[config.mk]
export PLATFORM = sky130hd
export DESIGN_NAME = tcbg_front
export DESIGN_NICKNAME = d
export VERILOG_FILES = /design/src/rtl/core/assert_macros.svh /design/src/rtl/core/tcbg_pkg.sv /design/src/rtl/core/tcbg_front.sv
export SDC_FILE = /design/constraint.sdc
export NUM_CORES = 1
export LEC_CHECK = 0
export BUFFER_PORTS_ARGS = -buffer_cell sky130_fd_sc_hd__buf_4
export CORE_ASPECT_RATIO = 0.6
export CORE_MARGIN = 2
export CORE_UTILIZATION = 35
export DETAILED_ROUTE_END_ITERATION = 10
export PLACE_DENSITY = 0.72
export SETUP_SLACK_MARGIN = 0.2
export SYNTH_ARGS = -nofsm -noshare
export SYNTH_HDL_FRONTEND = slang
export SYNTH_SLANG_ARGS = --single-unit
[constraint.sdc]
create_clock -name clk -period 3.4 [get_ports clk]
set_input_delay 0.17 -clock clk [delete_from_list [all_inputs] [get_ports clk]]
set_output_delay 0.17 -clock clk [all_outputs]
set_load 0.1 [all_outputs]
[src/rtl/core/assert_macros.svh]
// assertion helpers for the console core
`ifndef ASSERT_MACROS_SVH
`define ASSERT_MACROS_SVH

// property must hold at every edge outside reset
`define ASSERT_ALWAYS(label, clk, rst, prop, msg) \
  label: assert property (@(posedge clk) disable iff (rst) (prop)) else $error(msg);

// antecedent implies consequent on the next edge
`define ASSERT_NEXT(label, clk, rst, ante, cons, msg) \
  label: assert property (@(posedge clk) disable iff (rst) (ante) |=> (cons)) else $error(msg);

`endif

[src/rtl/core/tcbg_pkg.sv]
`timescale 1ns / 1ps
`default_nettype none
package tcbg_pkg;

  localparam int unsigned COLUMNS_DEF = 64;
  localparam int unsigned ROWS_DEF = 25;
  localparam int unsigned ADDR_W = 11;

  localparam logic [2:0] REQ_PUT = 3'd0;
  localparam logic [2:0] REQ_GOTO = 3'd1;
  localparam logic [2:0] REQ_CLS = 3'd2;
  localparam logic [2:0] REQ_CLR_EOS = 3'd3;
  localparam logic [2:0] REQ_CLR_EOL = 3'd4;
  localparam logic [2:0] REQ_PIXEL = 3'd5;
  localparam logic [2:0] REQ_READ = 3'd6;
  localparam logic [2:0] REQ_UNUSED = 3'd7;

  localparam logic [1:0] PIX_CLR = 2'd0;
  localparam logic [1:0] PIX_SET = 2'd1;
  localparam logic [1:0] PIX_TEST = 2'd2;
  localparam logic [1:0] PIX_SET_ALT = 2'd3;

  localparam logic [7:0] CH_NL = 8'h0a;
  localparam logic [7:0] CH_BS = 8'h08;
  localparam logic [7:0] CH_CR = 8'h0d;
  localparam logic [7:0] CH_TAB = 8'h09;
  localparam logic [7:0] CH_SPACE = 8'h20;
  localparam logic [7:0] GFX_FLAG = 8'h80;

  // command kinds handed from the front part to the back part
  typedef enum logic [3:0] {
    OP_NONE,
    OP_NEWLINE,
    OP_BACKSPACE,
    OP_CR,
    OP_TAB,
    OP_PRINT,
    OP_GOTO,
    OP_CLS,
    OP_CLR_EOS,
    OP_CLR_EOL,
    OP_PIXEL,
    OP_READ
  } op_t;

  typedef struct packed {
    op_t op;
    logic [7:0] ch;
    logic [7:0] x;
    logic [7:0] y;
    logic [1:0] pix_op;
    logic [ADDR_W-1:0] addr;
  } cmd_t;

  typedef enum logic [3:0] {
    ST_CLEAR,
    ST_IDLE,
    ST_DECODE,
    ST_WRITE,
    ST_ADV,
    ST_SCROLL_RD,
    ST_SCROLL_WR,
    ST_FILL,
    ST_PIX_RD,
    ST_PIX_WR,
    ST_RD_WAIT,
    ST_DONE
  } state_t;

endpackage
`default_nettype wire

[src/rtl/core/tcbg_front.sv]
`timescale 1ns / 1ps
`default_nettype none
module tcbg_front (
  input  wire logic clk,
  input  wire logic rst,
  input  wire logic start,
  output logic busy,
  input  wire logic [2:0] req_type,
  input  wire logic [7:0] char_code,
  input  wire logic [7:0] x_coord,
  input  wire logic [7:0] y_coord,
  input  wire logic [1:0] pixel_op,
  input  wire logic [tcbg_pkg::ADDR_W-1:0] cell_address,
  output logic cmd_valid,
  output tcbg_pkg::cmd_t cmd,
  input  wire logic cmd_take,
  input  wire logic back_done
);

  // one-entry queue plus an outstanding flag: one item in flight at a time
  tcbg_pkg::cmd_t slot;
  logic full;
  logic pending;
  tcbg_pkg::op_t op_dec;

  always_comb begin
    case (req_type)
      tcbg_pkg::REQ_PUT: begin
        if (char_code == tcbg_pkg::CH_NL) op_dec = tcbg_pkg::OP_NEWLINE;
        else if (char_code == tcbg_pkg::CH_BS) op_dec = tcbg_pkg::OP_BACKSPACE;
        else if (char_code == tcbg_pkg::CH_CR) op_dec = tcbg_pkg::OP_CR;
        else if (char_code == tcbg_pkg::CH_TAB) op_dec = tcbg_pkg::OP_TAB;
        else if (char_code == 8'd0) op_dec = tcbg_pkg::OP_NONE;
        else op_dec = tcbg_pkg::OP_PRINT;
      end
      tcbg_pkg::REQ_GOTO: op_dec = tcbg_pkg::OP_GOTO;
      tcbg_pkg::REQ_CLS: op_dec = tcbg_pkg::OP_CLS;
      tcbg_pkg::REQ_CLR_EOS: op_dec = tcbg_pkg::OP_CLR_EOS;
      tcbg_pkg::REQ_CLR_EOL: op_dec = tcbg_pkg::OP_CLR_EOL;
      tcbg_pkg::REQ_PIXEL: op_dec = tcbg_pkg::OP_PIXEL;
      tcbg_pkg::REQ_READ: op_dec = tcbg_pkg::OP_READ;
      default: op_dec = tcbg_pkg::OP_NONE;
    endcase
  end

  assign busy = pending;
  assign cmd_valid = full;
  assign cmd = slot;

  always_ff @(posedge clk) begin
    if (rst) begin
      full <= 1'b0;
      pending <= 1'b0;
    end else begin
      if (start && !busy) begin
        full <= 1'b1;
        pending <= 1'b1;
      end else if (cmd_take) begin
        full <= 1'b0;
      end
      if (back_done) pending <= 1'b0;
    end
    if (start && !busy) begin
      slot.op <= op_dec;
      slot.ch <= char_code;
      slot.x <= x_coord;
      slot.y <= y_coord;
      slot.pix_op <= pixel_op;
      slot.addr <= cell_address;
    end
  end

endmodule
`default_nettype wire

==> Word-level counts from Yosys, hierarchy flattened <==
Index checks and enable logic that the tools add are counted.
{ "word_totals": {"elab_cells": 32, "out_inout_bits": 43, "reg_bits": 43} }
{ "classes": {"reduce_logical": 6, "n_mux": 8, "n_eq_ne": 10} }
{ "ops": {"columns": ["op", "count"], "rows": [
  ["$eq A8 B4 Y1 const B", 4],
  ["$pmux W4 S7", 1],
  ["$mux W3", 5],
  ["$eq A3 B3 Y1 const B", 3],
  ["$logic_not A8 Y1", 1],
  ["$eq A3 B2 Y1 const B", 2],
  ["$eq A3 B1 Y1 const B", 1],
  ["$logic_not A3 Y1", 1],
  ["$mux W1", 2],
  ["$reduce_bool A2 Y1", 1],
  ["$reduce_or A2 Y1", 1],
  ["$logic_and A1 B1 Y1", 1],
  ["$logic_not A1 Y1", 1]
]} }

==> Depth between registers and ports, before layout <==
{ "depth": {"word_depth": 7, "mapped_depth": 3, "ltp_nobuf": 3} }

==> Least setup slack after synthesis <==
No wires, ideal clock.
{ "synth_path": {"path_type": "register -> register", "startpoint": "reg pending, in the netlist busy", "endpoint": "reg slot, in the netlist cmd[0] (enable)", "t_arrival_ns": 2.662, "period_less_slack_ns": 3.107, "stages_incl_launch_ff": 2, "setup_slack_ns": 0.293, "path_buffers": 0, "setup_time_ns": 0.445, "t_required_ns": 2.955, "cell_sequence": "dfxtp_1 -> nor2b_1"} }
{ "synth_between": {"elab_chain_len": 2} }
{ "synth_lines": {"columns": ["element", "line", "source"], "rows": [
  ["from (decl)", "tcbg_front.sv:23", "logic pending;"],
  ["from (signal assigned)", "tcbg_front.sv:53", "pending <= 1'b0;"],
  ["from (signal assigned)", "tcbg_front.sv:57", "pending <= 1'b1;"],
  ["from (signal assigned)", "tcbg_front.sv:61", "if (back_done) pending <= 1'b0;"],
  ["$logic_not A1 Y1", "tcbg_front.sv:63", "if (start && !busy) begin"],
  ["$logic_and A1 B1 Y1", "tcbg_front.sv:63", null],
  ["to (decl)", "tcbg_front.sv:21", "tcbg_pkg::cmd_t slot;"]
]} }
Every way passes these cells.
A chain may end at the register's enable or synchronous reset.

==> Worst setup path in the final report <==
{ "layout_path": {"startpoint": "reg pending, in the netlist busy", "endpoint": "reg slot, in the netlist cmd[1] (enable)"} }
The elaborated chain is that of the path after synthesis.

==> results.py <==
metrics = {
    "run_status": {
        "outcome": "completed",
    },
    "floorplan": {
        "die_h_microns": 53.5,
        "pin_count": 88,
        "die_x_microns": 86.4,
        "start_util_pct": 37.7,
        "dieArea_sq_mm": 0.00462,
        "core-area_sq_mm": 0.00379,
        "rows": 17,
    },
    "final_layout": {
        "syn_to_final_growth_pct": 58.0,
        "design_area_sq_mm": 0.00225,
        "drive_gt1_share_pct": 61.3,
        "nets": 204,
        "n_antenna_cell": 0,
        "fill_cells": 301,
    },
    "pwr": {
        "p_per_area_mw_per_mm2": 594,
        "p_total_uw": 1340,
        "vdd_ir_drop_max_mv": 0.285,
        "leakagePower_uw": 0.000943,
    },
    "cts": {
        "cts.repair.resized": 0,
        "cts_htree_levels": 2,
        "holdBufCountCts": 0,
        "numCtsBuffers": 5,
        "clock-sinks": 43,
        "postCtsSetupBuffers": 0,
        "root_buffer": "clkbuf_8",
        "insertion_delay_ns": 0.28,
        "ctsLongestPathBuffers": 2,
        "clkTransAtPathRegs_ns": 0.08,
        "cts_tree": "built",
    },
    "setup_path": {
        "worstPathMaxFanout": 42,
        "required_ns": 3.30,
        "crit_slowest_cell": "nor2b_4",
        "cp.arrival_ns": 1.54,
        "worst_setup_path_end_kind": "flip-flop",
        "crit_chain": "nor2b_4",
        "startpoint_type": "flip-flop",
        "worst-path-buf-inv": 0,
        "startpoint": "busy$_SDFFE_PP0P_",
        "crit_type": "flip-flop to flip-flop",
        "rr_startpoint": "busy$_SDFFE_PP0P_",
        "crit_family": "simple AND/OR/NAND/NOR gates",
        "critical_path.max_stage_delay_ns": 0.89,
    },
    "placement": {
        "globalplace.congestion": 0.703,
        "dpl_worst_slack_ns": 1.74,
        "placed_cell_area_sq_mm": 0.00215,
        "portBuffers": 87,
        "place_hpwl_microns": 2190,
    },
    "timing": {
        "finalSetupTns_ns": 0,
        "worst_slack_ns": 1.76,
        "finalClockSkew_ns": 0.00216,
        "finalSetupViolations": 0,
        "rsz0062_at_grt": "no",
        "finalCriticalPeriod_ns": 1.64,
        "slew_viol_final": 0,
        "finalCritPeriodShare_pct": 48.4,
        "hold_viol": 0,
        "max-slew-margin-rel_pct": 23.6,
        "tightest_slew_ns": 1.14,
        "whs_ns": 0.0466,
        "max_freq_ghz": 0.608,
    },
    "synth": {
        "ys_seq_area_share_pct": 89.1,
        "yosys.area.top_type_share_pct": 86.3,
        "synth_nets": 110,
        "synthTopCellsByArea": "edfxtp_1 (86%), dfxtp_1 (2.8%), xnor2_1 (1.8%)",
        "ys_ff_latch": 43,
        "syn-cell-area_sq_mm": 0.00143,
        "avgSynthCellArea_sq_um": 21.9,
        "synthCells": 65,
        "synth.largest_area_cell": "edfxtp_1",
        "yosysWarnings": 0,
        "ys_types": 18,
    },
    "drt": {
        "drt-initial-drc-count": 17,
        "wirelength_microns": 2930,
        "num_vias": 921,
        "firstDrtPassIters": 4,
        "drc": 0,
        "wire_per_inst_microns": 14.2,
        "drt.antenna.violating_nets": 0,
        "vias_per_cell": 4.45,
    },
    "global_routing": {
        "grt_max_degree": 43,
        "grt_pass1_vias": 966,
        "grt_pass1_wl_microns": 4450,
        "grt.overflow.total": 0,
        "antenna_found_initial": 0,
        "grt_use_total_pct": 13.0,
    },
    "worst_hold_path": {
        "min_path_type": "primary input to flip-flop",
        "hp-start": "back_done",
    },
    "run": {
        "maxCapViolCount": 0,
    },
}
## placed cells by master (no fill, tap or decap)
cell type,instances
a21oi_1,2
a221oi_2,1
a31oi_1,1
buf_4,87
bufinv_16,1
clkbuf_8,5
clkinv_1,1
clkinv_2,1
dfxtp_1,2
edfxtp_1,41
inv_1,2
nand2_1,2
nand4_1,1
nand4b_1,1
nor2_1,2
nor2b_4,1
nor3_1,1
nor3_2,1
nor4_1,1
nor4b_2,1
o311ai_1,1
or3b_1,1
xnor2_1,3
## cell families (layout without fill, tap and decap cells)
kind of cell	count (synthesis)	after routing	share of synthesized area, %
DFF	43	43	89.1
and+or+nand+nor	12	12	5.70
AOI/OAI and AO/OA	5	5	2.81
xor gates and xnor gates	3	3	1.84
buffers and inverters	2	97	0.527
## cells in the mapped netlist (all sizes together)
library cell / n
edfxtp: 41
xnor2: 3
a21oi: 2
dfxtp: 2
inv: 2
nand2: 2
nor2: 2
nor3: 2
a221oi: 1
a31oi: 1
nand4: 1
nand4b: 1
nor2b: 1
nor4: 1
nor4b: 1
o311ai: 1
or3b: 1
## flip-flops by register name, summed over array words and instances (netlist names)
signal,count
cmd,41
busy,1
cmd_valid,1
## final timing paths
kind,end,slack (ns),cells after the start
worst max-delay path,cmd[1]$_DFFE_PP_,1.76,1
worst min register to register,cmd_valid$_SDFFE_PP0P_,0.54,2
worst min-delay path,busy$_SDFFE_PP0P_,0.05,2
worst max register to register,cmd[1]$_DFFE_PP_,1.76,1
## report_power, final
part	internal, uW	switching, uW
Sequential	618	8.81
Clock	215	161
Combinational	76.0	260
## per-stage QoR
stage | utilization (%) | instances
after CTS | 59.5 | 207
after detailed placement | 56.7 | 199
after floorplan | - | 65
final | 59.5 | 207
after global placement | 56.7 | 199
after global routing | 59.5 | 207
## final cells by class
class                   instances  area [sq um]  share of cell area, %
inverters                       2          7.51                  0.333
clock buffers                   5          68.8                   3.05
flip-flops and latches         43          1270                   56.4
well taps                      47          58.8                   2.61
repair buffers                 87           653                   29.0
multi-input cells              20           155                   6.89
clock inverters                 3          38.8                   1.72
## metal layers
metal	vias up	global-route usage, %	part of all wire [%]	routed length (microns)
met3	2	5.77	11	323
met2	54	22.2	47	1390
met5	-	0	0	0
li1	444	-	-	-
met4	0	3.91	0.65	19
met1	421	15.1	41	1200
Power figures use the tool's default switching activity.
